<file path="src/rtl/core/erld_pkg.sv">
package erld_pkg;

  // Field size limit of one run and record size log2
  localparam int MAX_FIELD_BYTES   = 8;
  localparam int RECORD_BYTES_LOG2 = 10;

  // Cluster size log2 after reset
  localparam logic [4:0] CLUSTER_LOG2_RESET = 5'd12;

  // Input item: one byte of the run list
  typedef struct packed {
    logic [7:0] run_byte;
    logic       first_byte;
    logic       area_end;
  } in_item_t;

  // Result item: one decoded run or one list close
  typedef struct packed {
    logic [63:0] run_length;
    logic [63:0] start_cluster;
    logic [63:0] start_byte_address;
    logic [63:0] record_count;
    logic        sparse_run;
    logic        list_end;
    logic        format_error;
  } out_item_t;

  // Parsed run, before cluster size scaling
  typedef struct packed {
    logic [63:0] run_length;
    logic [63:0] start_cluster;
    logic        sparse_run;
    logic        list_end;
    logic        format_error;
  } run_t;

endpackage

</file>
<file path="src/rtl/core/erld_parse.sv">
module erld_parse (
  input  logic             clk,
  input  logic             rst,
  input  logic             item_valid,
  input  erld_pkg::in_item_t item,
  input  logic             load,
  output logic             run_valid,
  output erld_pkg::run_t   run
);
  import erld_pkg::*;

  typedef enum logic [1:0] {PH_HEADER, PH_LENGTH, PH_OFFSET} phase_t;

  phase_t      phase, phase_next;
  logic [3:0]  len_total, len_total_next;
  logic [3:0]  off_total, off_total_next;
  logic [3:0]  idx, idx_next;
  logic [63:0] len_acc, len_acc_next;
  logic [63:0] off_acc, off_acc_next;
  logic [63:0] cluster, cluster_next;
  logic        closed, closed_next;

  phase_t      eff_phase;
  logic        open;
  logic [3:0]  ln, on;
  logic [3:0]  idx_inc;
  logic [5:0]  byte_shift;
  logic [63:0] len_acc_upd, off_acc_upd;
  logic [5:0]  sign_pos;
  logic        sign_ext;
  logic [63:0] off_val;
  logic [63:0] base_cluster;
  logic [63:0] run_cluster;
  logic        do_run, do_close, close_err;
  run_t        res;
  logic        res_valid;

  // Decode the byte against the parse state
  always_comb begin
    open         = item.first_byte | ~closed;
    eff_phase    = item.first_byte ? PH_HEADER : phase;
    base_cluster = item.first_byte ? 64'd0 : cluster;
    ln           = item.run_byte[3:0];
    on           = item.run_byte[7:4];
    idx_inc      = idx + 4'd1;
    byte_shift   = {idx[2:0], 3'b000};
    len_acc_upd  = len_acc | (64'(item.run_byte) << byte_shift);
    off_acc_upd  = off_acc | (64'(item.run_byte) << byte_shift);

    // Sign-extend a short offset from its top byte
    sign_pos = {off_total[2:0] - 3'd1, 3'b111};
    sign_ext = (off_total != 4'd0) && (off_total < 4'(MAX_FIELD_BYTES)) &&
               off_acc_upd[sign_pos];
    off_val  = sign_ext ? (off_acc_upd | ({64{1'b1}} << {off_total[2:0], 3'b000}))
                        : off_acc_upd;
    run_cluster = base_cluster + ((eff_phase == PH_OFFSET) ? off_val : 64'd0);

    phase_next     = eff_phase;
    len_total_next = len_total;
    off_total_next = off_total;
    idx_next       = idx;
    len_acc_next   = len_acc;
    off_acc_next   = off_acc;
    cluster_next   = base_cluster;
    closed_next    = closed & ~item.first_byte;
    do_run         = 1'b0;
    do_close       = 1'b0;
    close_err      = 1'b0;

    if (open) begin
      case (eff_phase)
        PH_HEADER: begin
          if (item.run_byte == 8'd0) begin
            do_close = 1'b1;
          end else if (ln == 4'd0 || ln > 4'(MAX_FIELD_BYTES) ||
                       on > 4'(MAX_FIELD_BYTES) || item.area_end) begin
            do_close  = 1'b1;
            close_err = 1'b1;
          end else begin
            len_total_next = ln;
            off_total_next = on;
            idx_next       = 4'd0;
            len_acc_next   = 64'd0;
            off_acc_next   = 64'd0;
            phase_next     = PH_LENGTH;
          end
        end
        PH_LENGTH: begin
          len_acc_next = len_acc_upd;
          idx_next     = idx_inc;
          if (idx_inc >= len_total) begin
            idx_next = 4'd0;
            if (off_total == 4'd0) begin
              do_run = 1'b1;
            end else begin
              phase_next = PH_OFFSET;
              if (item.area_end) begin
                do_close  = 1'b1;
                close_err = 1'b1;
              end
            end
          end else if (item.area_end) begin
            do_close  = 1'b1;
            close_err = 1'b1;
          end
        end
        PH_OFFSET: begin
          off_acc_next = off_acc_upd;
          idx_next     = idx_inc;
          if (idx_inc >= off_total) begin
            idx_next = 4'd0;
            do_run   = 1'b1;
          end else if (item.area_end) begin
            do_close  = 1'b1;
            close_err = 1'b1;
          end
        end
        default: begin
          phase_next = PH_HEADER;
        end
      endcase
    end

    // Build the result
    res       = '0;
    res_valid = do_run | do_close;
    if (do_run) begin
      cluster_next      = run_cluster;
      phase_next        = PH_HEADER;
      closed_next       = item.area_end;
      res.run_length    = (eff_phase == PH_LENGTH) ? len_acc_upd : len_acc;
      res.start_cluster = run_cluster;
      res.sparse_run    = (off_total == 4'd0);
      res.list_end      = item.area_end;
    end
    if (do_close) begin
      phase_next       = PH_HEADER;
      closed_next      = 1'b1;
      res.list_end     = 1'b1;
      res.format_error = close_err;
    end
  end

  // Advance state and the run register
  always_ff @(posedge clk) begin
    if (rst) begin
      phase     <= PH_HEADER;
      len_total <= 4'd0;
      off_total <= 4'd0;
      idx       <= 4'd0;
      len_acc   <= 64'd0;
      off_acc   <= 64'd0;
      cluster   <= 64'd0;
      closed    <= 1'b0;
      run_valid <= 1'b0;
    end else if (load) begin
      run_valid <= item_valid & res_valid;
      run       <= res;
      if (item_valid) begin
        phase     <= phase_next;
        len_total <= len_total_next;
        off_total <= off_total_next;
        idx       <= idx_next;
        len_acc   <= len_acc_next;
        off_acc   <= off_acc_next;
        cluster   <= cluster_next;
        closed    <= closed_next;
      end
    end
  end

endmodule

</file>
<file path="src/rtl/core/erld_format.sv">
module erld_format (
  input  logic                clk,
  input  logic                rst,
  input  logic                run_valid,
  input  erld_pkg::run_t      run,
  input  logic                load,
  input  logic [4:0]          cluster_log2,
  output logic                out_valid,
  output erld_pkg::out_item_t out_item
);
  import erld_pkg::*;

  logic [63:0] run_bytes;
  out_item_t   item_next;

  // Scale the run by the cluster size
  always_comb begin
    run_bytes                    = run.run_length << cluster_log2;
    item_next.run_length         = run.run_length;
    item_next.start_cluster      = run.start_cluster;
    item_next.start_byte_address = run.start_cluster << cluster_log2;
    item_next.record_count       = run_bytes >> RECORD_BYTES_LOG2;
    item_next.sparse_run         = run.sparse_run;
    item_next.list_end           = run.list_end;
    item_next.format_error       = run.format_error;
  end

  // Hold the result until taken
  always_ff @(posedge clk) begin
    if (rst) begin
      out_valid <= 1'b0;
    end else if (load) begin
      out_valid <= run_valid;
      out_item  <= item_next;
    end
  end

endmodule

</file>
<file path="src/rtl/core/extent_run_list_decoder_core.sv">
// Channel | Dir | Handshake          | Payload
// in      | in  | in_valid/in_stall  | in_item: run_byte, first_byte, area_end
// out     | out | out_valid/out_stall| out_item: run and close results
// cfg     | in  | cfg_write_en       | cfg_write_data: cluster size log2
//
// One byte is taken every cycle unless in_stall holds it; a result passes through the input
// register, parse register and output register before it shows on out_valid.
// Headers and field bytes that end no run and close no list give no result.
// Synchronous reset clears the parse state and valids, and sets the cluster size log2 to 12.
// out_stall backs up through the register chain to in_stall in the same cycle.
module extent_run_list_decoder_core (
  input  logic                clk,
  input  logic                rst,
  input  logic                in_valid,
  output logic                in_stall,
  input  erld_pkg::in_item_t  in_item,
  output logic                out_valid,
  input  logic                out_stall,
  output erld_pkg::out_item_t out_item,
  input  logic                cfg_write_en,
  input  logic [4:0]          cfg_write_data
);
  import erld_pkg::*;

  logic       in_reg_valid;
  in_item_t   in_reg;
  logic [4:0] cluster_log2;
  logic       run_valid;
  run_t       run;
  logic       out_load, run_load, in_load;

  // Each register loads when empty or when its content moves on
  assign out_load = ~out_valid | ~out_stall;
  assign run_load = ~run_valid | out_load;
  assign in_load  = ~in_reg_valid | run_load;
  assign in_stall = ~in_load;

  // Hold the incoming item and the cluster size
  always_ff @(posedge clk) begin
    if (rst) begin
      in_reg_valid <= 1'b0;
      cluster_log2 <= CLUSTER_LOG2_RESET;
    end else begin
      if (in_load) begin
        in_reg_valid <= in_valid;
        in_reg       <= in_item;
      end
      if (cfg_write_en) begin
        cluster_log2 <= cfg_write_data;
      end
    end
  end

  erld_parse u_parse (
    .clk        (clk),
    .rst        (rst),
    .item_valid (in_reg_valid),
    .item       (in_reg),
    .load       (run_load),
    .run_valid  (run_valid),
    .run        (run)
  );

  erld_format u_format (
    .clk          (clk),
    .rst          (rst),
    .run_valid    (run_valid),
    .run          (run),
    .load         (out_load),
    .cluster_log2 (cluster_log2),
    .out_valid    (out_valid),
    .out_item     (out_item)
  );

endmodule

</file>
<file path="config.mk">
export PLATFORM = sky130hd
export DESIGN_NAME = extent_run_list_decoder_core
export DESIGN_NICKNAME = d
export VERILOG_FILES = /design/src/rtl/core/erld_pkg.sv /design/src/rtl/core/erld_parse.sv /design/src/rtl/core/erld_format.sv /design/src/rtl/core/extent_run_list_decoder_core.sv
export SDC_FILE = /design/constraint.sdc
export NUM_CORES = 1
export LEC_CHECK = 0
export BUFFER_PORTS_ARGS = -buffer_cell sky130_fd_sc_hd__clkbuf_2
export CAP_MARGIN = 20
export CORE_MARGIN = 10
export CORE_UTILIZATION = 50
export CTS_CLUSTER_DIAMETER = 150
export CTS_CLUSTER_SIZE = 8
export DETAILED_ROUTE_END_ITERATION = 8
export GPL_TIMING_DRIVEN = 0
export PLACE_DENSITY = 0.81
export SYNTH_ARGS = -nofsm -noshare
export SYNTH_HDL_FRONTEND = slang
export SYNTH_HIERARCHICAL = 1
export SYNTH_SLANG_ARGS = --single-unit
</file>
<file path="constraint.sdc">
create_clock -name clk -period 15.43 [get_ports clk]
set_input_delay 0.7715 -clock clk [delete_from_list [all_inputs] [get_ports clk]]
set_output_delay 0.7715 -clock clk [all_outputs]
set_load 0.01 [all_outputs]
</file>
## After elaboration in Yosys (flattened, before gate mapping)

Index checks and enable logic that the tools add are counted.

| operators by class | value |
|---|---|
| shifts and indexed selects | 4 |
| bitwise operators | 20 |
| eq/ne operators | 4 |
| add/sub/neg operators | 3 |
| reduce and logical (&&, ||, !) cells | 22 |
| order comparisons | 6 |
| muxes and demuxes | 43 |

Operator list:

| kind | number |
|---|---|
| $mux W64 | 7 |
| $pmux W64 S2 | 2 |
| $or A64 B64 Y64 | 3 |
| $shl A64 B5 Y64 | 2 |
| $add A64 B64 Y64 | 1 |
| $shl A64 B6 Y64 const A | 1 |
| $shl A8 B6 Y64 | 1 |
| $reduce_and A6 Y1 | 4 |
| $mux W1 | 16 |
| $mux W2 | 8 |
| $mux W4 | 4 |
| $pmux W4 S3 | 1 |
| $not A1 Y1 | 10 |
| $reduce_and A2 Y1 | 5 |
| $ge A4 B4 Y1 | 2 |
| $gt A4 B4 Y1 const B | 2 |
| $logic_not A4 Y1 | 2 |
| $logic_not A8 Y1 | 1 |
| $lt A6 B7 Y1 const B | 1 |
| $pmux W1 S3 | 2 |
| $pmux W2 S3 | 1 |
| $or A1 B1 Y1 | 5 |
| $add A4 B1 Y4 const B | 1 |
| $lt A4 B4 Y1 const B | 1 |
| 13 further kinds | 19 |

| word-level totals | value |
|---|---|
| register bits | 605 |
| input port bits | 20 |

## Depth between registers and ports, before layout

| logic depth | value |
|---|---|
| depth after elaboration | 10 |
| depth in mapped cells | 23 |
| gate-level depth less buffers | 20 |

## Hierarchy

The synthesis kept the hierarchy.

By module, submodules not included:

| module | cells an instance | instances | area an instance (um^2) |
|---|---|---|---|
| erld_parse | 1998 | 1 | 17675.7 |
| erld_format | 1081 | 1 | 14990.6 |
| extent_run_list_decoder_core | 32 | 1 | 541.8 |

## Worst setup path after synthesis

Ideal clock, no wire load.

| timing | value |
|---|---|
| path type | input-to-reg |
| start | input out_stall |
| end | register u_format/out_item[0] (netlist name) |
| data arrival time | 11783 ps |
| buffers on the path | 0 |
| path slack | 2750 ps |
| stages | 2 |
| cell sequence | nand2_1 > nor2b_1 |

| on the way | value |
|---|---|
| longest elaborated chain between the ends | 3 |

RTL lines:

| what | line | text |
|---|---|---|
| start: declaration | extent_run_list_decoder_core.sv:18 | `input logic out_stall,` |
| $not A1 Y1 | extent_run_list_decoder_core.sv:33 | `assign out_load = ~out_valid \| ~out_stall;` |
| $or A1 B1 Y1 | extent_run_list_decoder_core.sv:33 |  |
| $reduce_and A2 Y1 (no line) | - |  |

No other way between the ends.
A chain may end at the register's enable or synchronous reset.

## Worst setup path in the final report

| timing | value |
|---|---|
| start | register u_parse.off_total[0] |
| end | register u_parse/run[44] (netlist name) |

| on the way | value |
|---|---|
| longest elaborated chain between the ends | 7 |
| elaborated cells between the ends (all ways) | 19 |
| those cells by class | add/sub (2); order compare (2); shift (1); mux (9); bitwise (1); reduce/logical (4) |

RTL lines:

| what | line | text |
|---|---|---|
| start: declaration | erld_parse.sv:16 | `logic [3:0] off_total, off_total_next;` |
| start signal: assignment | erld_parse.sv:162 | `off_total <= off_total_next;` |
| $sub A3 B1 Y3 | erld_parse.sv:51 | `sign_pos = {off_total[2:0] - 3'd1, 3'b111};` |
| $bmux W1 S3 | erld_parse.sv:53 | `off_acc_upd[sign_pos];` |
| $mux W1 (not written as such) | erld_parse.sv:53 |  |
| $logic_and A1 B1 Y1 | erld_parse.sv:52 | `sign_ext = (off_total != 4'd0) && (off_total < 4'(MAX_FIELD_BYTES)) &&` |
| $mux W64 | erld_parse.sv:54 | `off_val = sign_ext ? (off_acc_upd \| ({64{1'b1}} << {off_total[2:0], 3'b000}))` |
| $mux W64 | erld_parse.sv:56 | `run_cluster = base_cluster + ((eff_phase == PH_OFFSET) ? off_val : 64'd0);` |
| $add A64 B64 Y64 | erld_parse.sv:56 |  |

Parallel ways exist; a longest one is shown, timed or not. The select of a mux whose other input is x is not followed.

==> metrics.cfg <==
[routing]
drt_iter0_drc = 3765
vias_per_cell = 6.612
wirelength_um = 133500
drc = 0
dr.pass1.iters = 7
vias = 29130
antenna_left = 0
wl_per_cell_um = 30.31

[timing]
period_share = 0.4472
whs_ns = 0.2949
grt_setup_unrepaired = false
tightestPinTransition_ns = 1.194
maxSlewHeadroom = 0.2041
max_freq_mhz = 144.9
period_needed_ns = 6.901
setup_violations = 0
drv_slew = 0
skew_ns = 0.04393
hold_viol = 0
tns_ns = 0

[clocking]
root_buffer = clkbuf_16
cts_setup_buffers = 0
cts.path.max_buffers = 3
clock_latency_ns = 0.66
h-tree-depth = 3
cts.clk_slew.worst_paths_ns = 0.05
post_cts_resized = 0
cts_made_buffers = 85
cts_hold_buf = 0
cts_sinks = 605
tritoncts = yes

[run_status]
status = completed

[worst_setup_path]
cpPeakStageDelay_ns = 0.91
r2r_slack_ns = 8.53
worst_setup_path_end_kind = flip-flop
cp.arrival_ns = 7.27
path_buf_inv = 3
critical_path.top_delay_family = compound AO/OA/AOI/OAI gates
startpoint = u_parse/off_total[0]$_SDFFE_PP0P_
crit_type = flip-flop to flip-flop
path_cells = inv_1, ha_1, buf_4, xnor2_1, o311ai_1, o21ai_0, o41ai_2, and2_2, nand2_2, or2_1, buf_2, o21ai_0, ha_1, o21ai_0, nor2_1, o21ai_0, nand2_1, o311ai_0, o21ai_0, a21oi_1, xor2_1, nor2_1
worstPathMaxFanout = 9
slowest_stage = o41ai_2
crit_required_ns = 15.80
r2r_start = u_parse/off_total[0]$_SDFFE_PP0P_
startpoint_type = flip-flop
cp_common_cell = o21ai_0

[synth]
synth_edf_count = 390
ys_warn_count = 6
postSynthCellCount = 3111
ys.flop_type = edfxtp_1
avgSynthCellArea_um2 = 10.67
synth_area_leader_cell = edfxtp_1
async_flop_share = 0
netlist_area_um2 = 33210
seq_area_frac_synth = 0.4823
synth_area_leaders = edfxtp_1 (35%), dfxtp_1 (13%), mux4_2 (6.4%)
synth-seq-cells = 605
ys_types = 104
synth_top_area_frac = 0.3527

[place]
dp.final_hpwl_um = 103500
gp_congestion = 1.024
io_buffers = 269
dp.cells = 4264

[job]
maxCapViolCount = 0

[pwr]
power_density_nw_per_um2 = 108.2
peakVddDrop_uv = 79.47
total_power_mw = 4.153
p_leak_nw = 14.55

[cells_and_area]
regMostFlops = u_format/out_item
reg_top3 = u_format/out_item x249, u_parse/run x131
final_cell_mix = nor2_1 (416), edfxtp_1 (390), clkbuf_2 (272)
layout-drive-gt1-share = 0.1910
layout.cells.non_filler = 4405
postLayoutCoreUtil = 0.5837
syn2layout_area_growth_pct = 15.55
largest_reg_flops = 249
mostFrequentLayoutCell = nor2_1
finalNetCount = 3590

[grt]
grt_usage = 0.3341
grt_overflow = 0
grt_max_degree = 41
grt_pass1_vias = 28260
grt_pass1_wl_um = 192600
antenna_found_initial = 7

[hold_path]
hp-class = primary input to flip-flop
hp-start = in_item[8]

[floorplan]
die_height_um = 277.7
row_count = 94
start_util = 0.5051
die_area_um2 = 77130
core_um2 = 65750
die_w_um = 277.7
num_io_pins = 281

-- metrics by stage --
stage,setup slack (ns),area [um^2]
after CTS,8.738,38350
after floorplan,2.750,33240
after global placement,-1.431,35670
after detailed placement,8.795,35900
after global routing,8.198,38370
final,8.529,38370
-- worst paths after layout --
check,to,cells after the start
max,u_parse/run[44]$_SDFFCE_PN0P_,22
min,in_reg[8]$_DFFE_PP_,1
max reg2reg,u_parse/run[44]$_SDFFCE_PN0P_,22
min reg2reg,u_format/out_item[1]$_DFFE_PP_,0
-- worst register-to-register path, stage by stage (launching register included) --
cell and delay, ns:
dfxtp_1 0.42, inv_1 0.11, ha_1 0.30, buf_4 0.17
xnor2_1 0.17, o311ai_1 0.27, o21ai_0 0.16, o41ai_2 0.91
and2_2 0.35, nand2_2 0.15, or2_1 0.24, buf_2 0.16
o21ai_0 0.25, ha_1 0.42, o21ai_0 0.11, nor2_1 0.08
o21ai_0 0.29, nand2_1 0.14, o311ai_0 0.91, o21ai_0 0.41
a21oi_1 0.27, xor2_1 0.27, nor2_1 0.07
-- cell usage after synthesis, types with 9 or more instances --
cell type / number
a211o_1: 12
a211oi_1: 35
a21o_1: 48
a21oi_1: 229
a22oi_1: 118
a31oi_1: 112
a32oi_1: 11
and2_1: 22
and3_1: 13
buf_1: 34
buf_2: 35
buf_4: 26
buf_6: 12
clkbuf_1: 142
dfxtp_1: 215
edfxtp_1: 390
ha_1: 80
inv_1: 31
mux2_2: 79
mux2i_1: 139
mux4_2: 95
nand2_1: 160
nand2b_1: 21
nand3_1: 47
nand4_1: 16
nor2_1: 416
nor2b_1: 80
nor3_1: 29
o211ai_1: 35
o21a_1: 9
o21ai_0: 116
o21ai_1: 11
o21bai_1: 13
o22ai_1: 38
o31ai_1: 10
or3_1: 11
xnor2_1: 29
xor2_1: 28
-- kinds of logic (layout without fill, tap and decap cells) --
family,count (synthesis),after routing,share of synthesized area
DFF,605,605,0.4823
muxes,313,313,0.1331
AOI/OAI and AO/OA,898,898,0.1785
buffers and inverters,291,710,0.04118
other,1,12,0.0001129
xor gates and xnor gates,57,57,0.01503
adders and majority gates,81,81,0.03074
and+or+nand+nor,865,865,0.1191
-- metal layers --
| metal | routed length (um) | global-route usage | part of all wire |
|---|---|---|---|
| met5 | 65 | 0 | 0.00049 |
| met4 | 10400 | 0.2297 | 0.078 |
| met3 | 13750 | 0.07477 | 0.10 |
| met2 | 59950 | 0.5209 | 0.45 |
| met1 | 49360 | 0.4085 | 0.37 |
-- where the power goes --
group          switching (mW)  internal [mW]  total (mW)
combinational           0.369          0.184       0.552
clock                   0.708           1.03        1.74
sequential             0.0506           1.81        1.86
-- cell type report --
cell class / count / area, um^2
multi-input combinational: 2224 / 15870
clock inverter: 7 / 133.9
antenna: 2 / 5.005
sequential: 605 / 16020
inverter: 34 / 127.6
tap: 864 / 1081
buffer: 257 / 1240
fill: 5472 / 27370
timing repair buffer: 282 / 1579
clock buffer: 130 / 2317
Note: power is estimated with default switching activity, not from simulation.
